==> config.mk <==
export PLATFORM = sky130hd
export DESIGN_NAME = tam_scale
export DESIGN_NICKNAME = d
export VERILOG_FILES = /design/src/tam_pkg.sv /design/src/tam_scale.sv
export SDC_FILE = /design/constraint.sdc
export NUM_CORES = 2
export LEC_CHECK = 0
export ABC_AREA = 1
export BUFFER_PORTS_ARGS = -buffer_cell sky130_fd_sc_hd__buf_2
export CAP_MARGIN = 20
export CELL_PAD_IN_SITES_DETAIL_PLACEMENT = 1
export CELL_PAD_IN_SITES_GLOBAL_PLACEMENT = 1
export CORE_AREA = 2 2 542 275
export CTS_BUF_LIST = sky130_fd_sc_hd__clkbuf_16
export DETAILED_ROUTE_END_ITERATION = 7
export DIE_AREA = 0 0 544 277
export MAX_ROUTING_LAYER = met4
export PLACE_DENSITY = 0.9
export SLEW_MARGIN = 20
export SYNTH_ARGS = -nofsm -noshare
export SYNTH_HDL_FRONTEND = slang
export SYNTH_SLANG_ARGS = --single-unit
==> constraint.sdc <==
create_clock -name i_clk -period 7.3 [get_ports i_clk]
set_input_delay 1.46 -clock i_clk [delete_from_list [all_inputs] [get_ports i_clk]]
set_output_delay 1.46 -clock i_clk [all_outputs]
set_load 0.02 [all_outputs]
==> src/tam_pkg.sv <==
package tam_pkg;

    // Field and register widths
    localparam int PIX_W       = 8;
    localparam int CHANNELS    = 3;
    localparam int TILE_IDX_W  = 12;
    localparam int DIM_CFG_W   = 13;
    localparam int TILE_CFG_W  = 8;
    localparam int RECIP_W     = 25;
    localparam int FRAC_W      = 24;
    localparam int CFG_IDX_W   = 3;
    localparam int CFG_DATA_W  = 25;

    // Output queue
    localparam int OFIFO_DEPTH = 8;
    localparam int OFIFO_PTR_W = $clog2(OFIFO_DEPTH);
    localparam int OFIFO_CNT_W = $clog2(OFIFO_DEPTH + 1);

    // Configuration register indexes
    localparam logic [CFG_IDX_W-1:0] CFG_IMAGE_WIDTH  = 3'd0;
    localparam logic [CFG_IDX_W-1:0] CFG_IMAGE_HEIGHT = 3'd1;
    localparam logic [CFG_IDX_W-1:0] CFG_TILE_WIDTH   = 3'd2;
    localparam logic [CFG_IDX_W-1:0] CFG_TILE_HEIGHT  = 3'd3;
    localparam logic [CFG_IDX_W-1:0] CFG_AREA_RECIP   = 3'd4;

    // Lane 0 red, lane 1 green, lane 2 blue
    typedef logic [CHANNELS-1:0][PIX_W-1:0] t_rgb;

    // Tile identity carried alongside a pixel
    typedef struct packed {
        logic [TILE_IDX_W-1:0] col;
        logic [TILE_IDX_W-1:0] row;
        logic                  emit;
        logic                  frame_done;
    } t_tag;

    // One finished tile
    typedef struct packed {
        logic [TILE_IDX_W-1:0] col;
        logic [TILE_IDX_W-1:0] row;
        t_rgb                  avg;
        logic                  frame_done;
    } t_result;

endpackage

==> src/tam_scale.sv <==
module tam_scale import tam_pkg::*; #(
    parameter int CHANNEL_SUM_BITS = 24
) (
    input  logic                                      i_clk,
    input  logic                                      i_rst_n,
    input  logic                                      i_valid,
    input  logic [CHANNELS-1:0][CHANNEL_SUM_BITS-1:0] i_sum,
    input  t_tag                                      i_tag,
    input  logic [RECIP_W-1:0]                        i_recip,
    output logic                                      o_valid,
    output t_result                                   o_result
);

    localparam int PRW = CHANNEL_SUM_BITS + RECIP_W;

    logic                         r_c_vld;
    logic [CHANNELS-1:0][PRW-1:0] r_c_prod;
    t_tag                         r_c_tag;
    t_rgb                         avg;

    // Multiply each lane by the reciprocal
    always_ff @(posedge i_clk) begin
        if (!i_rst_n) begin
            r_c_vld <= 1'b0;
        end else begin
            r_c_vld <= i_valid;
        end
    end

    always_ff @(posedge i_clk) begin
        if (i_valid) begin
            for (int ch = 0; ch < CHANNELS; ch++) begin
                r_c_prod[ch] <= PRW'(i_sum[ch]) * PRW'(i_recip);
            end
            r_c_tag <= i_tag;
        end
    end

    // Drop the fraction and saturate at full scale
    always_comb begin
        for (int ch = 0; ch < CHANNELS; ch++) begin
            if (|r_c_prod[ch][PRW-1:FRAC_W+PIX_W]) begin
                avg[ch] = '1;
            end else begin
                avg[ch] = r_c_prod[ch][FRAC_W +: PIX_W];
            end
        end
    end

    assign o_valid             = r_c_vld;
    assign o_result.col        = r_c_tag.col;
    assign o_result.row        = r_c_tag.row;
    assign o_result.avg        = avg;
    assign o_result.frame_done = r_c_tag.frame_done;

endmodule

==> metrics.txt <==
CTS H-tree lvls 3; post-synthesis cell count 8609; CTS tree built; final slew viol count 0; Worst Path Arrival 9.03 ns; Area Growth Syn to Fin 20.31%; min Tclk post-route 8.783 ns; Nets 11350; vias per cell 6.142; I/O Pins 176; outcome finished with violations; cts bufs inserted 9; number of distinct library cells after synthesis 37; post-synthesis instance area 65220 µm²; Yosys top cell area share 46.32%; cell total after placement 11093; Synth Flop Type edfxtp_1; Max Buffers Root-to-Sink 2; failing checks DRC, setup timing; Initial Util 44.44%; gpl congestion 0.9584; core area 146800 µm²; final setup margin -1.483 ns; maximum clock rate 113.9 MHz; DRT antenna net count 0; largest net degree at the start of global routing 59; initial antenna violation count 45; Max-Cap Viols 0; GRT overflow 0; Post-Route WL 368.1 mm; Post-synth EDFFs 100; syn_area_per_cell 7.576 µm²; Routed wire per std cell 32.59 µm; Die Footprint 150700 µm²; kind of critical path input port to register; crit-path max FO 11; GRT Resource Usage Total 37.58%; Synth Net Count 10757; detailed-placement wirelength estimate 230.2 mm; HP Class input port to register; RSZ-0062 raised after global routing true; Post-synth top cells inv_1 (2856), nand2_1 (2365), fa_1 (1509); final design instance area without fill 78470 µm²; FF+latch count, synth 101; slew margin rel. 7.622%; Vias 69360; clock sink count 101; Worst-path clk slew 0.11 ns; Post-synth ARST share 0%; CP endpoint kind register; Root Buffer clkbuf_16; top-count cell post-synth inv_1; Fin. Hold Viols 0; placed cell area 73430 µm²; vias in the first global route 69875; CP startpoint kind input port; Data required, critical path 7.54 ns; Worst Tran Pin Value 1.386 ns; DRT Pass-1 Iters 8; Worst Hold Depth 1; Die X 544 µm; port bufs 174; site row count 100; first-pass GRT wire length 414.5 mm; Non-Filler Instances 11293; final setup fails 73; final worst path period share 120.3%; largest cells by area after synthesis fa_1 (46%), inv_1 (16%), nand2_1 (14%); DR DRC count 121; layout cells sized above 1 17.71%; die height 277 µm; drt first-iter violations 10789; yosys warns 0; Fin Hold WS 1.122 ns; biggest area consumer among synthesized cells fa_1; sequential fraction of the synthesis area 4.635%
## final timing paths
path	start	slack (ns)	to
worst min-delay path	i_tag[10]	1.12	o_result[33]$_DFFE_PP_
worst max-delay path	i_sum[43]	-1.48	r_c_prod[92]$_DFFE_PP_
## flip-flops by register name (all words and copies together), names as in the netlist
signal / cells
o_valid: 1
r_c_prod: 75
o_result: 25
## per-layer routing
| layer | vias to the layer above | global-route usage (%) | wire, µm |
|---|---|---|---|
| li1 | 25176 | - | - |
| met1 | 33493 | 45.86 | 114400 |
| met2 | 7135 | 57.50 | 146900 |
| met3 | 3556 | 8.877 | 63610 |
| met4 | 0 | 20.67 | 43190 |
| met5 | - | - | 0 |
## cell families (layout without fill, tap and decap cells)
| logic type | Yosys count | count (layout) | share of synthesized area (%) |
|---|---|---|---|
| simple gates | 2825 | 2825 | 16.74 |
| fa+ha+maj | 2022 | 2022 | 56.16 |
| compound gates | 345 | 345 | 2.996 |
| xor+xnor | 50 | 50 | 0.6714 |
| flops | 101 | 101 | 4.635 |
| other cells | 0 | 97 | 0 |
| buf+inv | 3266 | 3864 | 18.80 |
## repair_timing
item	CTS	global route
pin swaps	26	224
gates resized for setup	180	808
hold buffers	0	0
endpoints found under the setup margin	73	74
setup buffers	16	55
cloned	4	14
## critical path, stage by stage
cell     delay, ns
buf_4         0.28
nand2_1       0.56
fa_1          0.99
inv_1         0.30
fa_2          0.56
fa_1          0.52
fa_1          0.56
fa_1          0.47
fa_1          0.56
inv_2         0.05
fa_1          0.45
inv_1         0.53
ha_4          0.27
buf_4         0.16
nand2_8       0.09
nor2_4        0.14
inv_2         0.08
nor2_4        0.12
inv_2         0.07
nor4_4        0.30
buf_4         0.18
o21ai_2       0.06
nand4_1       0.11
nand2_1       0.10
## cell usage in the layout, fill, tap and decap left out, drive strengths merged
cell,count
a21boi,9
a21o,22
a21oi,176
a31oi,4
and2,1
and3,2
buf,966
bufbuf,1
clkbuf,34
clkinv,3
dfxtp,1
diode,97
edfxtp,100
fa,1509
ha,513
inv,2860
nand2,2369
nand2b,2
nand3,88
nand3b,2
nand4,32
nor2,282
nor3,26
nor4,19
o211ai,5
o21a,17
o21ai,84
o21bai,24
o311ai,3
o31ai,1
or2,2
xnor2,20
xor2,30
## final cells by class
type                       count  area, µm²
fill                       17861      68290
multi-input combinational   5242      52660
inverter                    2856      10730
timing repair buffer         992       9017
sequential                   101       3023
tap                         1989       2489
antenna                       97      242.7
clock buffer                   9      225.2
clock inverter                 7      86.33
## stage by stage
stage                     setup slack (ns)  setup TNS (ns)  util (%)
final                               -1.483          -91.09     53.47
after global routing                -1.614          -87.40     53.45
after CTS                         -0.03846         -0.1093     50.85
after detailed placement           -0.9180          -55.19     50.03
after global placement             -0.5951          -31.73     50.03
after floorplan                    0.07053               0         -
Power is left out: the tool's default activity adds up to more than one toggle a clock period on the data nets, which glitch-free logic cannot reach.
