## config.mk

```make
export PLATFORM = sky130hd
export DESIGN_NAME = tam_ofifo
export DESIGN_NICKNAME = d
export VERILOG_FILES = /design/src/tam_pkg.sv /design/src/tam_ofifo.sv
export SDC_FILE = /design/constraint.sdc
export NUM_CORES = 1
export LEC_CHECK = 0
export BUFFER_PORTS_ARGS = -buffer_cell sky130_fd_sc_hd__buf_2
export CAP_MARGIN = 20
export CORE_MARGIN = 2
export CORE_UTILIZATION = 54
export DETAILED_ROUTE_END_ITERATION = 10
export GPL_TIMING_DRIVEN = 0
export PLACE_DENSITY_LB_ADDON = 0.08
export SYNTH_ARGS = -nofsm -noshare
export SYNTH_HDL_FRONTEND = slang
export SYNTH_SLANG_ARGS = --single-unit
export TNS_END_PERCENT = 100
```

## constraint.sdc

```tcl
create_clock -name i_clk -period 4.6 [get_ports i_clk]
set_input_delay 0.69 -clock i_clk [delete_from_list [all_inputs] [get_ports i_clk]]
set_output_delay 0.69 -clock i_clk [all_outputs]
set_load 0.02 [all_outputs]
```

## src/tam_pkg.sv

```systemverilog
package tam_pkg;

    // Field and register widths
    localparam int PIX_W       = 8;
    localparam int CHANNELS    = 3;
    localparam int TILE_IDX_W  = 12;
    localparam int DIM_CFG_W   = 13;
    localparam int TILE_CFG_W  = 8;
    localparam int RECIP_W     = 25;
    localparam int FRAC_W      = 24;
    localparam int CFG_IDX_W   = 3;
    localparam int CFG_DATA_W  = 25;

    // Output queue
    localparam int OFIFO_DEPTH = 8;
    localparam int OFIFO_PTR_W = $clog2(OFIFO_DEPTH);
    localparam int OFIFO_CNT_W = $clog2(OFIFO_DEPTH + 1);

    // Configuration register indexes
    localparam logic [CFG_IDX_W-1:0] CFG_IMAGE_WIDTH  = 3'd0;
    localparam logic [CFG_IDX_W-1:0] CFG_IMAGE_HEIGHT = 3'd1;
    localparam logic [CFG_IDX_W-1:0] CFG_TILE_WIDTH   = 3'd2;
    localparam logic [CFG_IDX_W-1:0] CFG_TILE_HEIGHT  = 3'd3;
    localparam logic [CFG_IDX_W-1:0] CFG_AREA_RECIP   = 3'd4;

    // Lane 0 red, lane 1 green, lane 2 blue
    typedef logic [CHANNELS-1:0][PIX_W-1:0] t_rgb;

    // Tile identity carried alongside a pixel
    typedef struct packed {
        logic [TILE_IDX_W-1:0] col;
        logic [TILE_IDX_W-1:0] row;
        logic                  emit;
        logic                  frame_done;
    } t_tag;

    // One finished tile
    typedef struct packed {
        logic [TILE_IDX_W-1:0] col;
        logic [TILE_IDX_W-1:0] row;
        t_rgb                  avg;
        logic                  frame_done;
    } t_result;

endpackage

```

## src/tam_ofifo.sv

```systemverilog
module tam_ofifo import tam_pkg::*; (
    input  logic                   i_clk,
    input  logic                   i_rst_n,
    input  logic                   i_push,
    input  t_result                i_data,
    input  logic                   i_pop,
    output logic                   o_valid,
    output t_result                o_data,
    output logic [OFIFO_CNT_W-1:0] o_count
);

    t_result                r_mem [OFIFO_DEPTH];
    logic [OFIFO_PTR_W-1:0] r_wr;
    logic [OFIFO_PTR_W-1:0] r_rd;
    logic [OFIFO_CNT_W-1:0] r_cnt;

    // Store results
    always_ff @(posedge i_clk) begin
        if (i_push) begin
            r_mem[r_wr] <= i_data;
        end
    end

    // Advance pointers and occupancy
    always_ff @(posedge i_clk) begin
        if (!i_rst_n) begin
            r_wr  <= '0;
            r_rd  <= '0;
            r_cnt <= '0;
        end else begin
            if (i_push) begin
                r_wr <= r_wr + OFIFO_PTR_W'(1);
            end
            if (i_pop) begin
                r_rd <= r_rd + OFIFO_PTR_W'(1);
            end
            if (i_push && !i_pop) begin
                r_cnt <= r_cnt + OFIFO_CNT_W'(1);
            end else if (!i_push && i_pop) begin
                r_cnt <= r_cnt - OFIFO_CNT_W'(1);
            end
        end
    end

    assign o_valid = r_cnt != '0;
    assign o_data  = r_mem[r_rd];
    assign o_count = r_cnt;

    // The input side reserves space, so a push never meets a full queue
    a_no_overflow: assert property (@(posedge i_clk) disable iff (!i_rst_n)
        i_push |-> (r_cnt < OFIFO_CNT_W'(OFIFO_DEPTH)))
        else $error("result queue overflow");

endmodule

```

==> impl_metrics.csv <==
group,metric,value,unit
yosys,yosysMostFrequentCell,"edfxtp_1",
critical_path,worst-setup-path-type,"flop to output pin",
grt,gr-total-overflow,0,
timing,finalCritPeriodShare,69.9,%
yosys,synth_cell_types,27,
drt,ant_nets,0,
critical_path,crit_required,3.91,ns
yosys,ys.flop_type,"edfxtp_1",
power_and_ir_drop,comb_power_share,10.1,%
timing,clock-skew-final,0.00474,ns
power_and_ir_drop,vdd_ir_drop_max,0.270,mV
die,pin_count,107,
die,coreArea,0.0279,mm2
clock_network,clock-sinks,405,
grt,grt_use_met2,35.4,%
yosys,syn_inst,634,
timing,hold_viol,0,
power_and_ir_drop,netSwitchingFraction,21.6,%
die,dieArea,0.0298,mm2
drt,routedWlPerCell,24.5,um
die,rows,61,
yosys,synth_async_sr_flop_share,0,%
placement,dp_cells,1138,
grt,busiest_layer,"met2",
grt,grt_util_met1,26.8,%
clock_network,postCtsSetupBuffers,0,
power_and_ir_drop,p_per_area,442,mW/mm2
drt,vias_per_cell,5.74,
grt,grt_pass1_vias,7659,
power_and_ir_drop,clockPowerShare,37.6,%
critical_path,cp.arrival,2.53,ns
yosys,synthesis.area,0.0153,mm2
timing,max_clock_freq,311,MHz
min_path,hold_class,"primary input to flop",
clock_network,insertion_delay,0.52,ns
timing,setup_viol,0,
critical_path,crit_fanout,10,
yosys,ys_ff_latch,405,
drt,drc_errors,0,
flow_run,drv_cap,0,
timing,fin_crit,3.22,ns
cells_and_area,nets,862,
yosys,syn_nets,693,
die,initial_core_util,55.1,%
grt,gr-usage-all-layers,20.5,%
clock_network,cts_inserted_buffers,41,
outcome,status,"finished clean",
die,die_w,173,um
drt,first_pass_iters,5,
yosys,synth_edf_count,392,
critical_path,cp-end-kind,"output pin",
grt,grt_antenna_before_repair,5,
yosys,ys_warn_count,0,
grt,gr-usage-met3,3.96,%
clock_network,clkTransAtPathRegs,0.06,ns
yosys,yosysSeqAreaShare,78.5,%
placement,place_congestion,0.674,
timing,finalMaxSlewViolations,0,
cells_and_area,drive_gt1_share,42.0,%
yosys,ys_top_cells_by_count,"392 x edfxtp_1, 98 x mux4_2, 49 x mux2_2, 13 x dfxtp_1",
placement,postPlaceCellArea,0.0168,mm2
critical_path,worst_setup_path_start_kind,"flop",
drt,first_iter_violations,675,
yosys,syn_area_per_cell,24.2,um2
yosys,yosys-top-cells-area,"edfxtp_1 77%, mux4_2 14%, mux2_2 3.6%",
clock_network,clockBufferDepth,3,
timing,worst_slew_pin_slew,0.780,ns
cells_and_area,final_area,0.0181,mm2
yosys,synth_top_area_share,76.8,%
drt,wl,29.6,mm
yosys,netlist.top_cell.by_area,"edfxtp_1",
placement,numPortBuffers,106,
power_and_ir_drop,seqPwrFrac,52.4,%
cells_and_area,area_growth,17.8,%
clock_network,hold_buffers,0,
power_and_ir_drop,power_leakage,5.85,nW
timing,rsz0062_at_grt,"no",
clock_network,cts_tree,"built",
timing,slew_headroom,48.0,%
clock_network,clock-root-buffer,"clkbuf_16",
grt,grt_start_max_net_pins,25,
power_and_ir_drop,power_switching,0.00172,W
clock_network,ctsResizeCount,0,
grt,grt_pass1_wl,45.2,mm
die,die_height,173,um
placement,dpl.hpwl,18.0,mm
drt,vias,6933,
cells_and_area,fin_cells,1208,
clock_network,cts_max_level,2,
power_and_ir_drop,intPower,0.00627,W
power_and_ir_drop,finalPower,0.00799,W
flip-flops by register name, summed over array words and instances (netlist names), named ones only:
name     cells
r_mem      392
o_count      4
r_rd         3
r_wr         3
path summary, 6_finish.rpt:
path,from,to,slack [ns],depth (start not counted)
setup / recovery,flop,o_data[43],1.38,6
setup reg to reg,r_wr[2]$_SDFFE_PN0P_,r_mem[0][41]$_DFFE_PP_,2.43,5
hold reg to reg,o_count[3]$_SDFFE_PN0P_,o_count[3]$_SDFFE_PN0P_,0.49,2
hold / removal,i_data[0],r_mem[0][0]$_DFFE_PP_,0.43,1
final cells by class:
type	count	area, um2
sequential	405	12000
fill	1880	9790
multi-input combinational	198	3180
clock buffer	53	1110
timing repair buffer	126	973
tap	378	473
buffer	29	180
clock inverter	15	95.1
inverter	2	7.51
antenna	2	5.00
cells by family after synthesis:
kind of cell | count (synthesis) | synth area share (%)
flops | 405 | 78.5
mux | 151 | 18.3
buf+inv | 31 | 1.22
simple gates | 31 | 1.04
xor+xnor | 6 | 0.343
fa+ha+maj | 6 | 0.538
compound gates | 4 | 0.155
power groups by stage:
| stage | combinational (W) | sequential, W | clock, W |
|---|---|---|---|
| floorplan | 0.000513 | 0.00426 | 0 |
| global placement | 0.000757 | 0.00426 | 0 |
| detailed placement | 0.000821 | 0.00426 | 0 |
| CTS | 0.000824 | 0.00418 | 0.00306 |
| global route | 0.000865 | 0.00419 | 0.00320 |
| finish | 0.000805 | 0.00418 | 0.00300 |
layout by cell type, fill, tap and decap left out, types with 2 or more instances in the layout:
| cell type | Yosys | routed |
|---|---|---|
| clkbuf_1 | 12 | 22 |
| buf_16 | 0 | 7 |
| nand2b_1 | 4 | 4 |
| mux2_2 | 49 | 49 |
| nand2_1 | 6 | 6 |
| dfxtp_1 | 13 | 13 |
| nor2b_1 | 3 | 3 |
| mux4_2 | 98 | 98 |
| clkinv_2 | 0 | 6 |
| buf_8 | 0 | 2 |
| nor2_4 | 0 | 6 |
| clkbuf_16 | 0 | 43 |
| clkinv_1 | 0 | 7 |
| xnor2_1 | 4 | 4 |
| buf_12 | 3 | 14 |
| diode_2 | 0 | 2 |
| xor2_1 | 2 | 2 |
| edfxtp_1 | 392 | 392 |
| and2_1 | 7 | 7 |
| ha_1 | 5 | 5 |
| nor3_4 | 0 | 2 |
| buf_2 | 12 | 118 |
| inv_1 | 2 | 2 |
| mux2i_1 | 4 | 4 |
layer usage:
| metal | routed length [um] | vias to the layer above |
|---|---|---|
| li1 | - | 3034 |
| met1 | 12100 | 3662 |
| met2 | 15600 | 186 |
| met3 | 1440 | 45 |
| met4 | 530 | 6 |
| met5 | 28 | - |
per-stage QoR:
step	setup TNS [ns]	hold slack (ns)	setup WS [ns]	util [%]
finish	0	0.431	1.38	64.8
CTS	0	0.413	1.35	64.8
detailed placement	0	0.488	1.91	60.5
global route	0	0.429	1.28	64.8
global placement	-427.84	0.465	-1.26	58.7
floorplan	0	0.512	1.27	-
critical path, cell delays in order (launching register included):
cell and delay (ns):
dfxtp_1 0.30, buf_2 0.20, buf_2 0.34, buf_2 0.36, mux4_2 0.35, mux2_2 0.29
buf_2 0.16
Note: power is estimated with default switching activity, not from simulation.
