===== config.mk =====
export PLATFORM = sky130hd
export DESIGN_NAME = tam_scan
export DESIGN_NICKNAME = d
export VERILOG_FILES = /design/src/tam_pkg.sv /design/src/tam_scan.sv
export SDC_FILE = /design/constraint.sdc
export NUM_CORES = 1
export LEC_CHECK = 0
export BUFFER_PORTS_ARGS = -buffer_cell sky130_fd_sc_hd__buf_2
export CORE_MARGIN = 1.5
export CORE_UTILIZATION = 59
export CTS_BUF_LIST = sky130_fd_sc_hd__clkbuf_4
export DETAILED_ROUTE_END_ITERATION = 7
export GPL_TIMING_DRIVEN = 0
export PLACE_DENSITY = 0.91
export SETUP_SLACK_MARGIN = 0.1
export SYNTH_ARGS = -nofsm -noshare
export SYNTH_HDL_FRONTEND = slang
export SYNTH_SLANG_ARGS = --single-unit

===== constraint.sdc =====
create_clock -name i_clk -period 4.7 [get_ports i_clk]
set_input_delay 0.94 -clock i_clk [delete_from_list [all_inputs] [get_ports i_clk]]
set_output_delay 0.94 -clock i_clk [all_outputs]
set_load 0.01 [all_outputs]

===== src/tam_pkg.sv =====
package tam_pkg;

    // Field and register widths
    localparam int PIX_W       = 8;
    localparam int CHANNELS    = 3;
    localparam int TILE_IDX_W  = 12;
    localparam int DIM_CFG_W   = 13;
    localparam int TILE_CFG_W  = 8;
    localparam int RECIP_W     = 25;
    localparam int FRAC_W      = 24;
    localparam int CFG_IDX_W   = 3;
    localparam int CFG_DATA_W  = 25;

    // Output queue
    localparam int OFIFO_DEPTH = 8;
    localparam int OFIFO_PTR_W = $clog2(OFIFO_DEPTH);
    localparam int OFIFO_CNT_W = $clog2(OFIFO_DEPTH + 1);

    // Configuration register indexes
    localparam logic [CFG_IDX_W-1:0] CFG_IMAGE_WIDTH  = 3'd0;
    localparam logic [CFG_IDX_W-1:0] CFG_IMAGE_HEIGHT = 3'd1;
    localparam logic [CFG_IDX_W-1:0] CFG_TILE_WIDTH   = 3'd2;
    localparam logic [CFG_IDX_W-1:0] CFG_TILE_HEIGHT  = 3'd3;
    localparam logic [CFG_IDX_W-1:0] CFG_AREA_RECIP   = 3'd4;

    // Lane 0 red, lane 1 green, lane 2 blue
    typedef logic [CHANNELS-1:0][PIX_W-1:0] t_rgb;

    // Tile identity carried alongside a pixel
    typedef struct packed {
        logic [TILE_IDX_W-1:0] col;
        logic [TILE_IDX_W-1:0] row;
        logic                  emit;
        logic                  frame_done;
    } t_tag;

    // One finished tile
    typedef struct packed {
        logic [TILE_IDX_W-1:0] col;
        logic [TILE_IDX_W-1:0] row;
        t_rgb                  avg;
        logic                  frame_done;
    } t_result;

endpackage


===== src/tam_scan.sv =====
module tam_scan import tam_pkg::*; #(
    parameter int MAX_TILE_COLS = 512,
    parameter int MAX_DIM = 4096,
    localparam int AW = (MAX_TILE_COLS > 1) ? $clog2(MAX_TILE_COLS) : 1
) (
    input  logic                  i_clk,
    input  logic                  i_rst_n,
    input  logic                  i_advance,
    input  logic [DIM_CFG_W-1:0]  i_image_width,
    input  logic [DIM_CFG_W-1:0]  i_image_height,
    input  logic [TILE_CFG_W-1:0] i_tile_width,
    input  logic [TILE_CFG_W-1:0] i_tile_height,
    output logic [AW-1:0]         o_addr,
    output logic                  o_col_ok,
    output logic                  o_first,
    output t_tag                  o_tag
);

    localparam int PW = $clog2(MAX_DIM);
    localparam int DW = PW + 1;
    localparam int CW = (DW > DIM_CFG_W) ? DW : DIM_CFG_W;

    logic [PW-1:0]         r_pixel_x;
    logic [PW-1:0]         r_pixel_y;
    logic [TILE_CFG_W-1:0] r_x_in_tile;
    logic [TILE_CFG_W-1:0] r_y_in_tile;
    logic [PW-1:0]         r_tile_col;
    logic [PW-1:0]         r_tile_row;

    logic [DW-1:0]         w_eff;
    logic [DW-1:0]         h_eff;
    logic [TILE_CFG_W-1:0] tw_eff;
    logic [TILE_CFG_W-1:0] th_eff;
    logic                  line_end;
    logic                  image_end;
    logic                  last_x;
    logic                  last_y;

    function automatic logic [DW-1:0] clamp_dim(input logic [DIM_CFG_W-1:0] v);
        logic [CW-1:0] e;
        e = CW'(v);
        if (v == '0) begin
            return DW'(1);
        end else if (e > CW'(MAX_DIM)) begin
            return DW'(MAX_DIM);
        end
        return DW'(e);
    endfunction

    // Effective limits
    assign w_eff  = clamp_dim(i_image_width);
    assign h_eff  = clamp_dim(i_image_height);
    assign tw_eff = (i_tile_width == '0) ? TILE_CFG_W'(1) : i_tile_width;
    assign th_eff = (i_tile_height == '0) ? TILE_CFG_W'(1) : i_tile_height;

    // Edge detection for the current pixel
    assign line_end  = (DW'(r_pixel_x) + DW'(1)) >= w_eff;
    assign image_end = (DW'(r_pixel_y) + DW'(1)) >= h_eff;
    assign last_x    = (({1'b0, r_x_in_tile} + 9'd1) >= {1'b0, tw_eff}) || line_end;
    assign last_y    = (({1'b0, r_y_in_tile} + 9'd1) >= {1'b0, th_eff}) || image_end;

    // Describe the current pixel
    assign o_addr           = AW'(r_tile_col);
    assign o_col_ok         = 32'(r_tile_col) < 32'(MAX_TILE_COLS);
    assign o_first          = (r_x_in_tile == '0) && (r_y_in_tile == '0);
    assign o_tag.col        = TILE_IDX_W'(r_tile_col);
    assign o_tag.row        = TILE_IDX_W'(r_tile_row);
    assign o_tag.emit       = last_x && last_y;
    assign o_tag.frame_done = line_end && image_end;

    // Advance the raster position on each accepted pixel
    always_ff @(posedge i_clk) begin
        if (!i_rst_n) begin
            r_pixel_x   <= '0;
            r_pixel_y   <= '0;
            r_x_in_tile <= '0;
            r_y_in_tile <= '0;
            r_tile_col  <= '0;
            r_tile_row  <= '0;
        end else if (i_advance) begin
            if (line_end) begin
                r_pixel_x   <= '0;
                r_x_in_tile <= '0;
                r_tile_col  <= '0;
                if (image_end) begin
                    r_pixel_y   <= '0;
                    r_y_in_tile <= '0;
                    r_tile_row  <= '0;
                end else begin
                    r_pixel_y <= r_pixel_y + PW'(1);
                    if (last_y) begin
                        r_y_in_tile <= '0;
                        r_tile_row  <= r_tile_row + PW'(1);
                    end else begin
                        r_y_in_tile <= r_y_in_tile + TILE_CFG_W'(1);
                    end
                end
            end else begin
                r_pixel_x <= r_pixel_x + PW'(1);
                if (last_x) begin
                    r_x_in_tile <= '0;
                    r_tile_col  <= r_tile_col + PW'(1);
                end else begin
                    r_x_in_tile <= r_x_in_tile + TILE_CFG_W'(1);
                end
            end
        end
    end

endmodule


==> metrics.yaml <==
outcome: "completed"
tightest_slew_ns: 0.603
dieArea_um2: 8760
yosys_warnings: 0
period_share: 0.958
die_x_um: 93.6
area_delta_synth_final_pct: 17.0
async_flop_share: 0
core_area_um2: 7850
setup_ws_ns: 0.197
layout_common_cells: "buf_2, nand2_1, dfxtp_1"
track_usage: 0.303
multi_input_area_um2: 3350
finClkSkew_ns: 0.0111
register_area_um2: 1290
timing.fmax_mhz: 222
place_congestion: 0.890
htreeDepth: 3
hold_path_class: "reg2reg"
avgViaCountPerCell: 6.16
cp-end-kind: "output pin"
yosysUniqueCellTypes: 60
grt_max_degree: 11
initial_core_util: 0.617
maxCapViolCount: 0
utilization: 0.721
layout_commonest_cell: "buf_2"
vdd.ir_drop.worst_mv: 0.117
ant_nets: 0
die_h_um: 93.6
clk_pin_slew_ns: 0.11
syn_inst: 625
power.density_nw_per_um2: 176
netlist_area_um2: 4840
synth_nets: 720
rows: 32
finalNetCount: 822
critPathRequiredTime_ns: 3.76
n_fill_cell: 608
drt_first_iter_violations: 274
place_ws_ns: 0.0217
fin_setup_tns_ns: 0
syn_avg_cell_area_um2: 7.74
drv_slew: 0
drc: 0
start_kind: "register"
ios: 82
globalRoute.totalOverflow: 0
synth_ff_type: "dfxtp_1"
insertion_delay_ns: 0.43
dr.pass1.iters: 5
leakagePower_nw: 2.52
ys_seq_area_frac: 0.265
slew_headroom: 0.598
port_buffers: 80
cts_buffer_depth: 2
period_needed_ns: 4.50
wire_per_inst_um: 15.8
ys_ff_latch: 64
vias: 5133
first_global_vias: 4854
clockRootBuffer: "clkbuf_4"
cts.sinks: 64
drive_gt1_frac: 0.207
cts_buffers: 9
cts_tree: "yes"
dp.final_hpwl_mm: 9.53
setup_viol: 0
cp.arrival_ns: 3.56
cts_hold_buf: 0
grt_pass1_wl_mm: 21.2
rsz0062_at_grt: "no"
path_class: "reg2out"
wl_mm: 13.1
hold_viol_final: 0
synth-edff-count: 0
crit_fanout: 5
n_antenna_cell: 0
antenna_found_initial: 0
what timing repair did:
action	4_1_cts	5_1_grt
setup endpoints to repair	2	2
buffers inserted	1	10
resized for setup	18	15
pin swaps	2	9
layout make-up:
cell class,instances,area share
plain buffers,42,0.0371
clock buffers,9,0.0119
clock inverters,6,0.00486
inverters,28,0.0186
multi-input cells,491,0.592
flip-flops and latches,64,0.228
well taps,102,0.0225
repair buffers,91,0.0853
flip-flops by register name, indices dropped and copies added (netlist names):
register	cells
r_x_in_tile	8
r_y_in_tile	8
r_tile_col	12
r_pixel_y	12
r_pixel_x	12
r_tile_row	12
final timing paths:
kind / cells after the start / startpoint / slack [ns] / end
max: 14 / r_pixel_x[2] / 0.20 / o_tag[1]
min: 2 / r_pixel_x[1] / 0.49 / r_pixel_x[1]
max reg2reg: 15 / r_pixel_x[2] / 0.83 / r_tile_row[5]
min reg2reg: 2 / r_pixel_x[1] / 0.49 / r_pixel_x[1]
power breakdown:
part,switching [mW],internal [mW]
Combinational,0.0830,0.0560
Sequential,0.00520,0.546
Clock,0.207,0.0978
routing by layer:
metal / vias up / routed length, um / track usage
met1: 2380 / 5150 / 0.343
met2: 228 / 6680 / 0.536
met4: 0 / 343 / 0.143
met5: - / 0 / 0
met3: 34 / 976 / 0.0675
li1: 2491 / - / -
Yosys cell counts, drive strengths merged, types with 12 or more instances:
cell type / n / share of area
nand2: 83 / 0.064
inv: 28 / 0.022
nand4: 14 / 0.018
o21ai: 30 / 0.032
a21oi: 43 / 0.044
dfxtp: 64 / 0.26
clkbuf: 24 / 0.019
o22ai: 12 / 0.016
nand3: 34 / 0.035
and3: 23 / 0.030
nor2: 35 / 0.030
or3: 13 / 0.017
xor2: 18 / 0.033
ha: 50 / 0.13
buf: 18 / 0.022
xnor2: 16 / 0.029
critical path, cell delays in order (launching register included):
cell	delay [ns]
dfxtp_2	0.38
and3_1	0.25
and3_4	0.23
and3_4	0.22
and3_2	0.23
nand3_1	0.11
xnor2_1	0.17
ha_1	0.30
nand4_1	0.19
o41ai_4	0.44
or2_1	0.18
buf_6	0.12
nor2_4	0.05
nor2_2	0.12
buf_2	0.14
stage by stage:
stage	hold slack (ns)	std cells	total power, mW	area, um^2
floorplan	0.454	625	0.643	4840
global placement	0.468	807	0.686	5370
global route	0.519	833	1.03	5660
detailed placement	0.475	807	0.693	5370
finish	0.494	833	0.995	5660
CTS	0.491	823	0.984	5530
cells by family (layout without fill, tap and decap cells):
family,count (synthesis),after routing,synth area share
AND/OR/NAND/NOR,268,268,0.293
AO/OA/AOI/OAI,137,137,0.184
buffers and inverters,70,176,0.0626
flip-flops,64,64,0.265
adder cells (fa/ha/maj),50,50,0.129
XOR/XNOR,34,34,0.0615
multiplexers,2,2,0.00414
Power figures use the tool's default switching activity.
